## src/hw/rtl/tcba_pkg.sv

```systemverilog
// Shared types, codes and constants of the two-class block allocator.
// Used by every module of the block; depends on nothing.
`default_nettype none

package tcba_pkg;

    localparam int unsigned SMALL_BLOCK_BYTES_DEF = 15;
    localparam int unsigned SMALL_BLOCKS_DEF      = 64;
    localparam int unsigned LARGE_BLOCK_BYTES_DEF = 180;
    localparam int unsigned LARGE_BLOCKS_DEF      = 16;

    localparam int ADDR_W    = 32;
    localparam int SIZE_W    = 32;
    localparam int CFG_IDX_W = 1;

    localparam logic [ADDR_W-1:0] SMALL_BASE_RST = 32'd4096;
    localparam logic [ADDR_W-1:0] LARGE_BASE_RST = 32'd8192;

    localparam logic [CFG_IDX_W-1:0] CFG_SMALL_BASE = 1'b0;
    localparam logic [CFG_IDX_W-1:0] CFG_LARGE_BASE = 1'b1;

    typedef enum logic [2:0] {
        ST_SMALL_GRANT = 3'd0,
        ST_LARGE_GRANT = 3'd1,
        ST_EMPTY       = 3'd2,
        ST_TOO_LARGE   = 3'd3,
        ST_SMALL_FREED = 3'd4,
        ST_LARGE_FREED = 3'd5,
        ST_IGNORED     = 3'd6
    } status_t;

    typedef enum logic [1:0] {
        S_FILL,
        S_IDLE,
        S_EXEC,
        S_POP
    } state_t;

    // Commands from the controller to the datapath.
    typedef struct packed {
        logic fill;
        logic capture;
        logic exec;
        logic finish_pop;
    } ctl_t;

    // Status from the datapath back to the controller.
    typedef struct packed {
        logic fill_done;
        logic is_pop;
        logic out_free;
    } sts_t;

    function automatic int addr_bits(input int n);
        return (n > 1) ? $clog2(n) : 1;
    endfunction

endpackage

`default_nettype wire

```

## src/hw/rtl/tcba_ram.sv

```systemverilog
// Single write port, single registered read port RAM holding one free stack.
// Depends on tcba_pkg for the address width helper.
`default_nettype none

module tcba_ram
    import tcba_pkg::*;
#(
    parameter int DEPTH = 16,
    parameter int WIDTH = 8
) (
    input  wire logic                       aclk,
    input  wire logic                       we,
    input  wire logic [addr_bits(DEPTH)-1:0] waddr,
    input  wire logic [WIDTH-1:0]           wdata,
    input  wire logic                       re,
    input  wire logic [addr_bits(DEPTH)-1:0] raddr,
    output logic      [WIDTH-1:0]           rdata
);

    logic [WIDTH-1:0] stack_mem [DEPTH];
    logic [WIDTH-1:0] rd_data_reg;

    always_ff @(posedge aclk) begin
        if (we) begin
            stack_mem[waddr] <= wdata;
        end
    end

    always_ff @(posedge aclk) begin
        if (re) begin
            rd_data_reg <= stack_mem[raddr];
        end
    end

    assign rdata = rd_data_reg;

endmodule

`default_nettype wire

```

## src/hw/rtl/tcba_datapath.sv

```systemverilog
// Datapath of the allocator: base registers, request latch, both free stacks,
// stack counters, the reset fill sweep and the result register.
// Depends on tcba_pkg and tcba_ram.
`default_nettype none

module tcba_datapath
    import tcba_pkg::*;
#(
    parameter int SMALL_BLOCK_BYTES = SMALL_BLOCK_BYTES_DEF,
    parameter int SMALL_BLOCKS      = SMALL_BLOCKS_DEF,
    parameter int LARGE_BLOCK_BYTES = LARGE_BLOCK_BYTES_DEF,
    parameter int LARGE_BLOCKS      = LARGE_BLOCKS_DEF
) (
    input  wire logic                 aclk,
    input  wire logic                 aresetn,
    input  wire ctl_t                 ctl,
    output sts_t                      sts,
    input  wire logic                 cfg_we,
    input  wire logic [CFG_IDX_W-1:0] cfg_index,
    input  wire logic [ADDR_W-1:0]    cfg_wdata,
    input  wire logic [63:0]          s_tdata,
    input  wire logic                 s_tuser,
    output logic                      m_tvalid,
    input  wire logic                 m_tready,
    output logic [ADDR_W-1:0]         m_tdata,
    output logic [2:0]                m_tuser
);

    localparam int S_AW = addr_bits(SMALL_BLOCKS);
    localparam int L_AW = addr_bits(LARGE_BLOCKS);
    localparam int S_CW = $clog2(SMALL_BLOCKS + 1);
    localparam int L_CW = $clog2(LARGE_BLOCKS + 1);
    localparam int S_OW = addr_bits(SMALL_BLOCKS * SMALL_BLOCK_BYTES);
    localparam int L_OW = addr_bits(LARGE_BLOCKS * LARGE_BLOCK_BYTES);
    localparam int MAX_BLOCKS = (SMALL_BLOCKS > LARGE_BLOCKS) ? SMALL_BLOCKS : LARGE_BLOCKS;
    localparam int F_W  = addr_bits(MAX_BLOCKS);
    localparam logic [ADDR_W:0] S_SPAN = (ADDR_W+1)'(SMALL_BLOCKS * SMALL_BLOCK_BYTES);
    localparam logic [ADDR_W:0] L_SPAN = (ADDR_W+1)'(LARGE_BLOCKS * LARGE_BLOCK_BYTES);

    // Configuration.
    logic [ADDR_W-1:0] small_base_reg, small_base_next;
    logic [ADDR_W-1:0] large_base_reg, large_base_next;

    // Request latch.
    logic              cmd_reg;
    logic [SIZE_W-1:0] size_reg;
    logic [ADDR_W-1:0] addr_reg;

    // Stack pointers and reset fill sweep.
    logic [S_CW-1:0] s_cnt_reg, s_cnt_next;
    logic [L_CW-1:0] l_cnt_reg, l_cnt_next;
    logic [F_W-1:0]  fill_idx_reg, fill_idx_next;
    logic [S_OW-1:0] s_fill_off_reg, s_fill_off_next;
    logic [L_OW-1:0] l_fill_off_reg, l_fill_off_next;
    logic            pop_large_reg, pop_large_next;

    // Result register.
    logic              m_valid_reg, m_valid_next;
    logic [ADDR_W-1:0] m_data_reg, m_data_next;
    status_t           m_status_reg, m_status_next;

    // Decision signals.
    logic [ADDR_W:0]   diff_s, diff_l;
    logic              in_s, in_l, small_fit, large_fit;
    logic              s_pop, l_pop, s_push, l_push, res_load;
    status_t           res_status;
    logic              s_fill_we, l_fill_we;
    logic [S_CW-1:0]   s_cnt_dec;
    logic [L_CW-1:0]   l_cnt_dec;

    // RAM ports.
    logic              s_we, l_we;
    logic [S_AW-1:0]   s_waddr;
    logic [L_AW-1:0]   l_waddr;
    logic [S_OW-1:0]   s_wdata, s_rdata;
    logic [L_OW-1:0]   l_wdata, l_rdata;

    assign diff_s    = {1'b0, addr_reg} - {1'b0, small_base_reg};
    assign diff_l    = {1'b0, addr_reg} - {1'b0, large_base_reg};
    // The borrow bit is clear whenever the address lies at or above the base.
    assign in_s      = (diff_s < S_SPAN);
    assign in_l      = (diff_l < L_SPAN);
    assign small_fit = (size_reg <= SIZE_W'(SMALL_BLOCK_BYTES));
    assign large_fit = (size_reg <= SIZE_W'(LARGE_BLOCK_BYTES));
    assign s_cnt_dec = s_cnt_reg - S_CW'(1);
    assign l_cnt_dec = l_cnt_reg - L_CW'(1);

    always_comb begin
        s_pop      = 1'b0;
        l_pop      = 1'b0;
        s_push     = 1'b0;
        l_push     = 1'b0;
        res_load   = 1'b0;
        res_status = ST_IGNORED;
        if (ctl.exec) begin
            res_load = 1'b1;
            if (!cmd_reg) begin
                priority if (small_fit) begin
                    if (s_cnt_reg != '0) begin
                        s_pop    = 1'b1;
                        res_load = 1'b0;
                    end else begin
                        res_status = ST_EMPTY;
                    end
                end else if (large_fit) begin
                    if (l_cnt_reg != '0) begin
                        l_pop    = 1'b1;
                        res_load = 1'b0;
                    end else begin
                        res_status = ST_EMPTY;
                    end
                end else begin
                    res_status = ST_TOO_LARGE;
                end
            end else if (addr_reg != '0) begin
                // The small pool wins where the two ranges overlap; a full
                // stack means a double free and is ignored.
                priority if (in_s) begin
                    if (s_cnt_reg < S_CW'(SMALL_BLOCKS)) begin
                        s_push     = 1'b1;
                        res_status = ST_SMALL_FREED;
                    end
                end else if (in_l) begin
                    if (l_cnt_reg < L_CW'(LARGE_BLOCKS)) begin
                        l_push     = 1'b1;
                        res_status = ST_LARGE_FREED;
                    end
                end else begin
                    res_status = ST_IGNORED;
                end
            end
        end
    end

    assign s_fill_we = ctl.fill && ({1'b0, fill_idx_reg} < (F_W+1)'(SMALL_BLOCKS));
    assign l_fill_we = ctl.fill && ({1'b0, fill_idx_reg} < (F_W+1)'(LARGE_BLOCKS));

    assign s_we    = s_fill_we || s_push;
    assign l_we    = l_fill_we || l_push;
    assign s_waddr = ctl.fill ? fill_idx_reg[S_AW-1:0] : s_cnt_reg[S_AW-1:0];
    assign l_waddr = ctl.fill ? fill_idx_reg[L_AW-1:0] : l_cnt_reg[L_AW-1:0];
    assign s_wdata = ctl.fill ? s_fill_off_reg : diff_s[S_OW-1:0];
    assign l_wdata = ctl.fill ? l_fill_off_reg : diff_l[L_OW-1:0];

    tcba_ram #(
        .DEPTH(SMALL_BLOCKS),
        .WIDTH(S_OW)
    ) u_small_stack (
        .aclk  (aclk),
        .we    (s_we),
        .waddr (s_waddr),
        .wdata (s_wdata),
        .re    (s_pop),
        .raddr (s_cnt_dec[S_AW-1:0]),
        .rdata (s_rdata)
    );

    tcba_ram #(
        .DEPTH(LARGE_BLOCKS),
        .WIDTH(L_OW)
    ) u_large_stack (
        .aclk  (aclk),
        .we    (l_we),
        .waddr (l_waddr),
        .wdata (l_wdata),
        .re    (l_pop),
        .raddr (l_cnt_dec[L_AW-1:0]),
        .rdata (l_rdata)
    );

    always_comb begin
        small_base_next = small_base_reg;
        large_base_next = large_base_reg;
        if (cfg_we) begin
            unique case (cfg_index)
                CFG_SMALL_BASE: small_base_next = cfg_wdata;
                CFG_LARGE_BASE: large_base_next = cfg_wdata;
            endcase
        end
    end

    always_comb begin
        s_cnt_next      = s_cnt_reg;
        l_cnt_next      = l_cnt_reg;
        fill_idx_next   = fill_idx_reg;
        s_fill_off_next = s_fill_off_reg;
        l_fill_off_next = l_fill_off_reg;
        pop_large_next  = pop_large_reg;
        if (ctl.fill) begin
            fill_idx_next   = fill_idx_reg + F_W'(1);
            s_fill_off_next = s_fill_off_reg + S_OW'(SMALL_BLOCK_BYTES);
            l_fill_off_next = l_fill_off_reg + L_OW'(LARGE_BLOCK_BYTES);
        end
        if (s_pop) begin
            s_cnt_next     = s_cnt_dec;
            pop_large_next = 1'b0;
        end
        if (l_pop) begin
            l_cnt_next     = l_cnt_dec;
            pop_large_next = 1'b1;
        end
        if (s_push) begin
            s_cnt_next = s_cnt_reg + S_CW'(1);
        end
        if (l_push) begin
            l_cnt_next = l_cnt_reg + L_CW'(1);
        end
    end

    always_comb begin
        m_valid_next  = m_valid_reg;
        m_data_next   = m_data_reg;
        m_status_next = m_status_reg;
        if (m_tready) begin
            m_valid_next = 1'b0;
        end
        if (res_load) begin
            m_valid_next  = 1'b1;
            m_data_next   = '0;
            m_status_next = res_status;
        end else if (ctl.finish_pop) begin
            m_valid_next = 1'b1;
            if (pop_large_reg) begin
                m_data_next   = large_base_reg + ADDR_W'(l_rdata);
                m_status_next = ST_LARGE_GRANT;
            end else begin
                m_data_next   = small_base_reg + ADDR_W'(s_rdata);
                m_status_next = ST_SMALL_GRANT;
            end
        end
    end

    always_ff @(posedge aclk) begin
        if (!aresetn) begin
            small_base_reg <= SMALL_BASE_RST;
            large_base_reg <= LARGE_BASE_RST;
            s_cnt_reg      <= S_CW'(SMALL_BLOCKS);
            l_cnt_reg      <= L_CW'(LARGE_BLOCKS);
            fill_idx_reg   <= '0;
            s_fill_off_reg <= '0;
            l_fill_off_reg <= '0;
            pop_large_reg  <= 1'b0;
            m_valid_reg    <= 1'b0;
        end else begin
            small_base_reg <= small_base_next;
            large_base_reg <= large_base_next;
            s_cnt_reg      <= s_cnt_next;
            l_cnt_reg      <= l_cnt_next;
            fill_idx_reg   <= fill_idx_next;
            s_fill_off_reg <= s_fill_off_next;
            l_fill_off_reg <= l_fill_off_next;
            pop_large_reg  <= pop_large_next;
            m_valid_reg    <= m_valid_next;
        end
    end

    always_ff @(posedge aclk) begin
        if (ctl.capture) begin
            cmd_reg  <= s_tuser;
            size_reg <= s_tdata[SIZE_W-1:0];
            addr_reg <= s_tdata[SIZE_W+ADDR_W-1:SIZE_W];
        end
        m_data_reg   <= m_data_next;
        m_status_reg <= m_status_next;
    end

    assign sts.fill_done = (fill_idx_reg == F_W'(MAX_BLOCKS - 1));
    assign sts.is_pop    = s_pop || l_pop;
    assign sts.out_free  = !m_valid_reg || m_tready;

    assign m_tvalid = m_valid_reg;
    assign m_tdata  = m_data_reg;
    assign m_tuser  = m_status_reg;

endmodule

`default_nettype wire

```

## src/hw/rtl/tcba_ctrl.sv

```systemverilog
// Controller state machine of the allocator: reset fill, accept, execute, pop.
// Depends on tcba_pkg.
`default_nettype none

module tcba_ctrl
    import tcba_pkg::*;
(
    input  wire logic aclk,
    input  wire logic aresetn,
    input  wire logic s_tvalid,
    output logic      s_tready,
    output ctl_t      ctl,
    input  wire sts_t sts
);

    state_t state_reg, state_next;

    always_comb begin
        state_next = state_reg;
        unique case (state_reg)
            S_FILL: begin
                if (sts.fill_done) begin
                    state_next = S_IDLE;
                end
            end
            S_IDLE: begin
                if (s_tvalid && sts.out_free) begin
                    state_next = S_EXEC;
                end
            end
            S_EXEC: begin
                state_next = sts.is_pop ? S_POP : S_IDLE;
            end
            S_POP: begin
                state_next = S_IDLE;
            end
        endcase
    end

    always_comb begin
        ctl      = '0;
        s_tready = 1'b0;
        unique case (state_reg)
            S_FILL: begin
                ctl.fill = 1'b1;
            end
            S_IDLE: begin
                s_tready    = sts.out_free;
                ctl.capture = s_tvalid && sts.out_free;
            end
            S_EXEC: begin
                ctl.exec = 1'b1;
            end
            S_POP: begin
                ctl.finish_pop = 1'b1;
            end
        endcase
    end

    always_ff @(posedge aclk) begin
        if (!aresetn) begin
            state_reg <= S_FILL;
        end else begin
            state_reg <= state_next;
        end
    end

endmodule

`default_nettype wire

```

## src/hw/rtl/two_class_block_allocator.sv

```systemverilog
// Top level of the two-class fixed-block allocator.
// Depends on tcba_pkg, tcba_ctrl, tcba_datapath and tcba_ram.
//
//  Channel  Dir  Handshake                 Payload
//  s_       in   s_tvalid / s_tready       tdata: req_size, address; tuser: cmd
//  m_       out  m_tvalid / m_tready       tdata: block_address; tuser: status
//  cfg_     in   cfg_we                    cfg_index, cfg_wdata (base registers)
//
// A free, a refused allocate or a too-large request loads the result register when the
// execute state ends; a grant first does the registered read of the stack RAM and loads
// it as the pop state ends. Only one item is in flight; the next is accepted in idle.
// After reset a fill pass loads both stacks with every block offset;
// s_tready stays low meanwhile.
// A stalled result holds the result register and no further item is taken.
`default_nettype none

module two_class_block_allocator
    import tcba_pkg::*;
#(
    parameter int SMALL_BLOCK_BYTES = SMALL_BLOCK_BYTES_DEF,
    parameter int SMALL_BLOCKS      = SMALL_BLOCKS_DEF,
    parameter int LARGE_BLOCK_BYTES = LARGE_BLOCK_BYTES_DEF,
    parameter int LARGE_BLOCKS      = LARGE_BLOCKS_DEF
) (
    input  wire logic                 aclk,
    input  wire logic                 aresetn,
    input  wire logic                 s_tvalid,
    output logic                      s_tready,
    input  wire logic [63:0]          s_tdata,   // [31:0] req_size, [63:32] address
    input  wire logic                 s_tuser,   // [0] cmd
    output logic                      m_tvalid,
    input  wire logic                 m_tready,
    output logic [ADDR_W-1:0]         m_tdata,   // [31:0] block_address
    output logic [2:0]                m_tuser,   // [2:0] status
    input  wire logic                 cfg_we,
    input  wire logic [CFG_IDX_W-1:0] cfg_index,
    input  wire logic [ADDR_W-1:0]    cfg_wdata
);

    ctl_t ctl;
    sts_t sts;

    tcba_ctrl u_ctrl (
        .aclk     (aclk),
        .aresetn  (aresetn),
        .s_tvalid (s_tvalid),
        .s_tready (s_tready),
        .ctl      (ctl),
        .sts      (sts)
    );

    tcba_datapath #(
        .SMALL_BLOCK_BYTES(SMALL_BLOCK_BYTES),
        .SMALL_BLOCKS     (SMALL_BLOCKS),
        .LARGE_BLOCK_BYTES(LARGE_BLOCK_BYTES),
        .LARGE_BLOCKS     (LARGE_BLOCKS)
    ) u_datapath (
        .aclk      (aclk),
        .aresetn   (aresetn),
        .ctl       (ctl),
        .sts       (sts),
        .cfg_we    (cfg_we),
        .cfg_index (cfg_index),
        .cfg_wdata (cfg_wdata),
        .s_tdata   (s_tdata),
        .s_tuser   (s_tuser),
        .m_tvalid  (m_tvalid),
        .m_tready  (m_tready),
        .m_tdata   (m_tdata),
        .m_tuser   (m_tuser)
    );

endmodule

`default_nettype wire

```

## config.mk

```make
export PLATFORM = sky130hd
export DESIGN_NAME = two_class_block_allocator
export DESIGN_NICKNAME = d
export VERILOG_FILES = /design/src/hw/rtl/tcba_pkg.sv /design/src/hw/rtl/tcba_ram.sv /design/src/hw/rtl/tcba_datapath.sv /design/src/hw/rtl/tcba_ctrl.sv /design/src/hw/rtl/two_class_block_allocator.sv
export SDC_FILE = /design/constraint.sdc
export NUM_CORES = 2
export LEC_CHECK = 0
export ABC_AREA = 0
export BUFFER_PORTS_ARGS = -buffer_cell sky130_fd_sc_hd__clkbuf_2
export CORE_AREA = 2 2 260 313
export DETAILED_ROUTE_END_ITERATION = 8
export DIE_AREA = 0 0 262 315
export PLACE_DENSITY = 0.82
export SYNTH_ARGS = -nofsm -noshare
export SYNTH_HDL_FRONTEND = slang
export SYNTH_SLANG_ARGS = --single-unit
```

## constraint.sdc

```tcl
create_clock -name aclk -period 5.5 [get_ports aclk]
set_clock_uncertainty 0.05 [all_clocks]
set_input_delay 0 -clock aclk [delete_from_list [all_inputs] [get_ports aclk]]
set_output_delay 0 -clock aclk [all_outputs]
set_load 0.1 [all_outputs]
```

==> results.toml <==
[grt]
grt_start_max_net_pins = 65
global_route_wire_length_before_repair_um = 208000
grt_pass1_vias = 31100
antenna_found_initial = 7
gr-total-overflow = 0
grt_use_total_pct = 35.1

[critical_path]
critical_path.slowest_cell = "sky130_fd_sc_hd__nor3_2"
timing.critical_path.mode_cell = "sky130_fd_sc_hd__inv_1"
crit_path_cells = "inv_1, ha_1, inv_1, fa_1, a211oi_1, o211ai_1, nand2_1, o21ai_1, a41oi_2, mux2i_1, a22oi_1, nor4_2, nand4_4, o21a_2, nor3_2"
critical_path.startpoint = "u_datapath.addr_reg[0]"
crit-reg2reg-launch = "u_datapath.addr_reg[0]"
timing.critical_path.required_ps = 5740
crit_path_end_kind = "register"
critPathMaxStageDelay_ps = 1000
crit_arrival_ps = 5670
critical_path_peak_fanout = 16
start_kind = "register"
worstSetupPathType = "register to register"

[floorplanning]
die_width_um = 262
core_um2 = 79900
top_level_ports = 140
starting_density_of_the_core_pct = 59.1
die_area_um2 = 82500
chipHeight_um = 315
placementRows = 114

[place]
placement.setup.worst_slack_ps = 177
dp.cells = 4275
gp_congestion = 1.06
post-dp-hpwl_um = 89100
buffer_ports.inserted = 139

[routing]
drcViolationCount = 0
detailroute.via_count = 31700
ant_nets = 0
detailedRoute.firstPassIterationCount = 8
avgRoutedWirePerCell_um = 31.2
totalWireLength_um = 144000
vias_per_cell = 6.84
first_iter_violations = 4859

[logic_synthesis]
yosysSeqAreaShare_pct = 64.5
synthesis.instances = 3102
yosys_warnings = 0
syn-cell-area_um2 = 47200
synth_nets = 3309
ys_ff_latch = 1060
avgSynthCellArea_um2 = 15.2
synth_cell_types = 95
synth-edff-count = 922
async_flop_share_pct = 0
synth_ff_type = "sky130_fd_sc_hd__edfxtp_1"

[clock_network]
clk_pin_slew_ps = 70
tritoncts_num_sinks = 1060
cts_tree = "built"
clk-insertion-delay-late_ps = 700
numCtsBuffers = 98
cts.path.max_buffers = 3
cts_root_buffer = "sky130_fd_sc_hd__clkbuf_16"
cts_max_level = 3

[timing]
fmaxAchievable_ghz = 0.184
setup_slack_ps = 70.4
finalWorstPathRequiredPeriod_ps = 5430
final_count_of_pins_violating_max_slew = 0
grt_setup_unrepaired = "true"
timing.max_slew.rel_slack_pct = 14.6
setup_viol_count_final = 0
hold_viol = 0
timing_worst_slew_pin_value_ps = 1270
final_min_period_over_clock_period_pct = 98.7

[cells_and_area]
final_nets = 3703
area_growth_syn_to_layout_pct = 16.4
layout_commonest_cell = "sky130_fd_sc_hd__edfxtp_1"
drive_gt1_share_pct = 21.8
instances_no_fill = 4632
largest_register = "u_datapath.u_small_stack.stack_mem"
largest_reg_flops = 640
n_fill_cell = 4978
utilization_pct = 68.8
layout.cells.most_common_list = "sky130_fd_sc_hd__edfxtp_1 (922), sky130_fd_sc_hd__nand2_1 (291), sky130_fd_sc_hd__mux4_2 (270)"
top_regs = "u_datapath.u_small_stack.stack_mem (640), u_datapath.u_large_stack.stack_mem (192)"

[job]
drv.max_cap_violation_count = 0

[pwr]
swShare_pct = 26.9
cellLeakagePower_uw = 0.0184
power.internal_uw = 14100
p_clk_share_pct = 36.8
worst_ir_drop_vdd_mv = 0.278
net_switching_component_of_the_power_uw = 5180
power-per-cell-area_nw_per_um2 = 350
power_frac_comb_pct = 12.4
sequential_fraction_of_design_power_pct = 50.8

[outcome]
run_status = "complete, no violations"

[min_path]
min_path_type = "input pin to register"
min_from = "s_tdata[46]"
-- cells by family (layout without fill, tap and decap cells) --
| kind of cell | after synthesis | after routing | share of synthesized area, % |
|---|---|---|---|
| multiplexers | 291 | 291 | 13.3 |
| other | 0 | 8 | 0 |
| AO/OA/AOI/OAI | 507 | 507 | 7.42 |
| flip-flops | 1060 | 1060 | 64.5 |
| XOR/XNOR | 102 | 102 | 1.89 |
| buffers and inverters | 262 | 740 | 2.15 |
| AND/OR/NAND/NOR | 776 | 776 | 7.86 |
| adder cells (fa/ha/maj) | 104 | 104 | 2.82 |
-- synthesized netlist by cell type, types with 15 or more instances --
cell type | n | area share (%)
sky130_fd_sc_hd__a211oi_1 | 22 | 0.35
sky130_fd_sc_hd__a21boi_0 | 75 | 1.2
sky130_fd_sc_hd__o21ai_0 | 100 | 1.1
sky130_fd_sc_hd__and3_1 | 27 | 0.36
sky130_fd_sc_hd__a31oi_1 | 23 | 0.30
sky130_fd_sc_hd__nor4_1 | 21 | 0.28
sky130_fd_sc_hd__dfxtp_1 | 138 | 5.9
sky130_fd_sc_hd__xnor2_1 | 75 | 1.4
sky130_fd_sc_hd__clkbuf_1 | 111 | 0.88
sky130_fd_sc_hd__a21o_1 | 23 | 0.37
sky130_fd_sc_hd__nor2b_1 | 24 | 0.32
sky130_fd_sc_hd__o21a_1 | 21 | 0.33
sky130_fd_sc_hd__nor3_1 | 53 | 0.56
sky130_fd_sc_hd__nand4_1 | 25 | 0.33
sky130_fd_sc_hd__mux4_2 | 270 | 13
sky130_fd_sc_hd__nand2b_1 | 27 | 0.36
sky130_fd_sc_hd__inv_1 | 119 | 0.95
sky130_fd_sc_hd__o221ai_1 | 15 | 0.28
sky130_fd_sc_hd__nor2_1 | 165 | 1.3
sky130_fd_sc_hd__a21oi_1 | 87 | 0.92
sky130_fd_sc_hd__buf_1 | 20 | 0.16
sky130_fd_sc_hd__nand3_1 | 47 | 0.50
sky130_fd_sc_hd__and2_1 | 37 | 0.49
sky130_fd_sc_hd__edfxtp_1 | 922 | 59
sky130_fd_sc_hd__o211ai_1 | 32 | 0.51
sky130_fd_sc_hd__mux2i_1 | 15 | 0.32
sky130_fd_sc_hd__nand2_1 | 291 | 2.3
sky130_fd_sc_hd__ha_1 | 100 | 2.7
sky130_fd_sc_hd__xor2_1 | 27 | 0.50
-- power by group through the flow --
stage | Clock, µW | Sequential (µW) | Combinational [µW]
5_1_grt | 7390 | 9790 | 2510
3_3_place_gp | 0 | 9890 | 2120
4_1_cts | 7110 | 9760 | 2330
2_1_floorplan | 0 | 10000 | 1100
3_5_place_dp | 0 | 9920 | 2210
6_report | 7080 | 9770 | 2390
-- routing by layer --
layer / vias to the layer above / global-route usage, % / share of wire, %
met1: 15700 / 42.9 / 33
met2: 2518 / 56.8 / 49
li1: 12900 / - / -
met4: 6 / 21.3 / 7.2
met5: - / 0 / 0.032
met3: 600 / 8.46 / 11
-- cell type report --
cell class	count	area [µm²]	area share, %
Timing Repair Buffer	437	3370	6.13
Inverter	119	447	0.813
Multi-Input combinational cell	1780	16000	29.1
Clock buffer	114	2550	4.65
Tap cell	1044	1310	2.38
Antenna cell	8	20.0	0.0364
Sequential cell	1060	30500	55.4
Clock inverter	70	779	1.42
-- what timing repair did --
| action | CTS | global route |
|---|---|---|
| hold buffers | 163 | 0 |
| gates resized for setup | 0 | 4 |
| setup endpoints to repair | 0 | 444 |
| endpoints found under the hold margin | 151 | 0 |
| setup buffers | 0 | 2 |
-- through the flow --
step                hold WS (ps)  setup TNS, ps  power, µW  instance area [µm²]
detailed placement           129              0      12100                49900
finish                      26.5              0      19200                54900
global placement             127              0      12000                49900
CTS                         5.48              0      19200                54900
floorplan                   48.9              0      11100                47200
global route                8.77         -24790      19700                54900
-- worst max-delay path, delay by kind of cell (launching register included) --
family / cells / cell delay [ps]
AND/OR/NAND/NOR: 4 / 2020
AO/OA/AOI/OAI: 6 / 1550
adder cells (fa/ha/maj): 2 / 610
flip-flops: 1 / 410
multiplexers: 1 / 230
buffers and inverters: 2 / 160
-- worst paths after layout --
path | slack, ps | to | cells past startpoint
worst min register to register | 400 | u_datapath.m_tdata[12] | 2
worst max-delay path | 70 | u_datapath.u_large_stack.stack_mem[6][2] | 15
worst min-delay path | 30 | u_datapath.addr_reg[14] | 2
worst max register to register | 70 | u_datapath.u_large_stack.stack_mem[6][2] | 15
No activity file was read; power rests on OpenSTA's default activity.
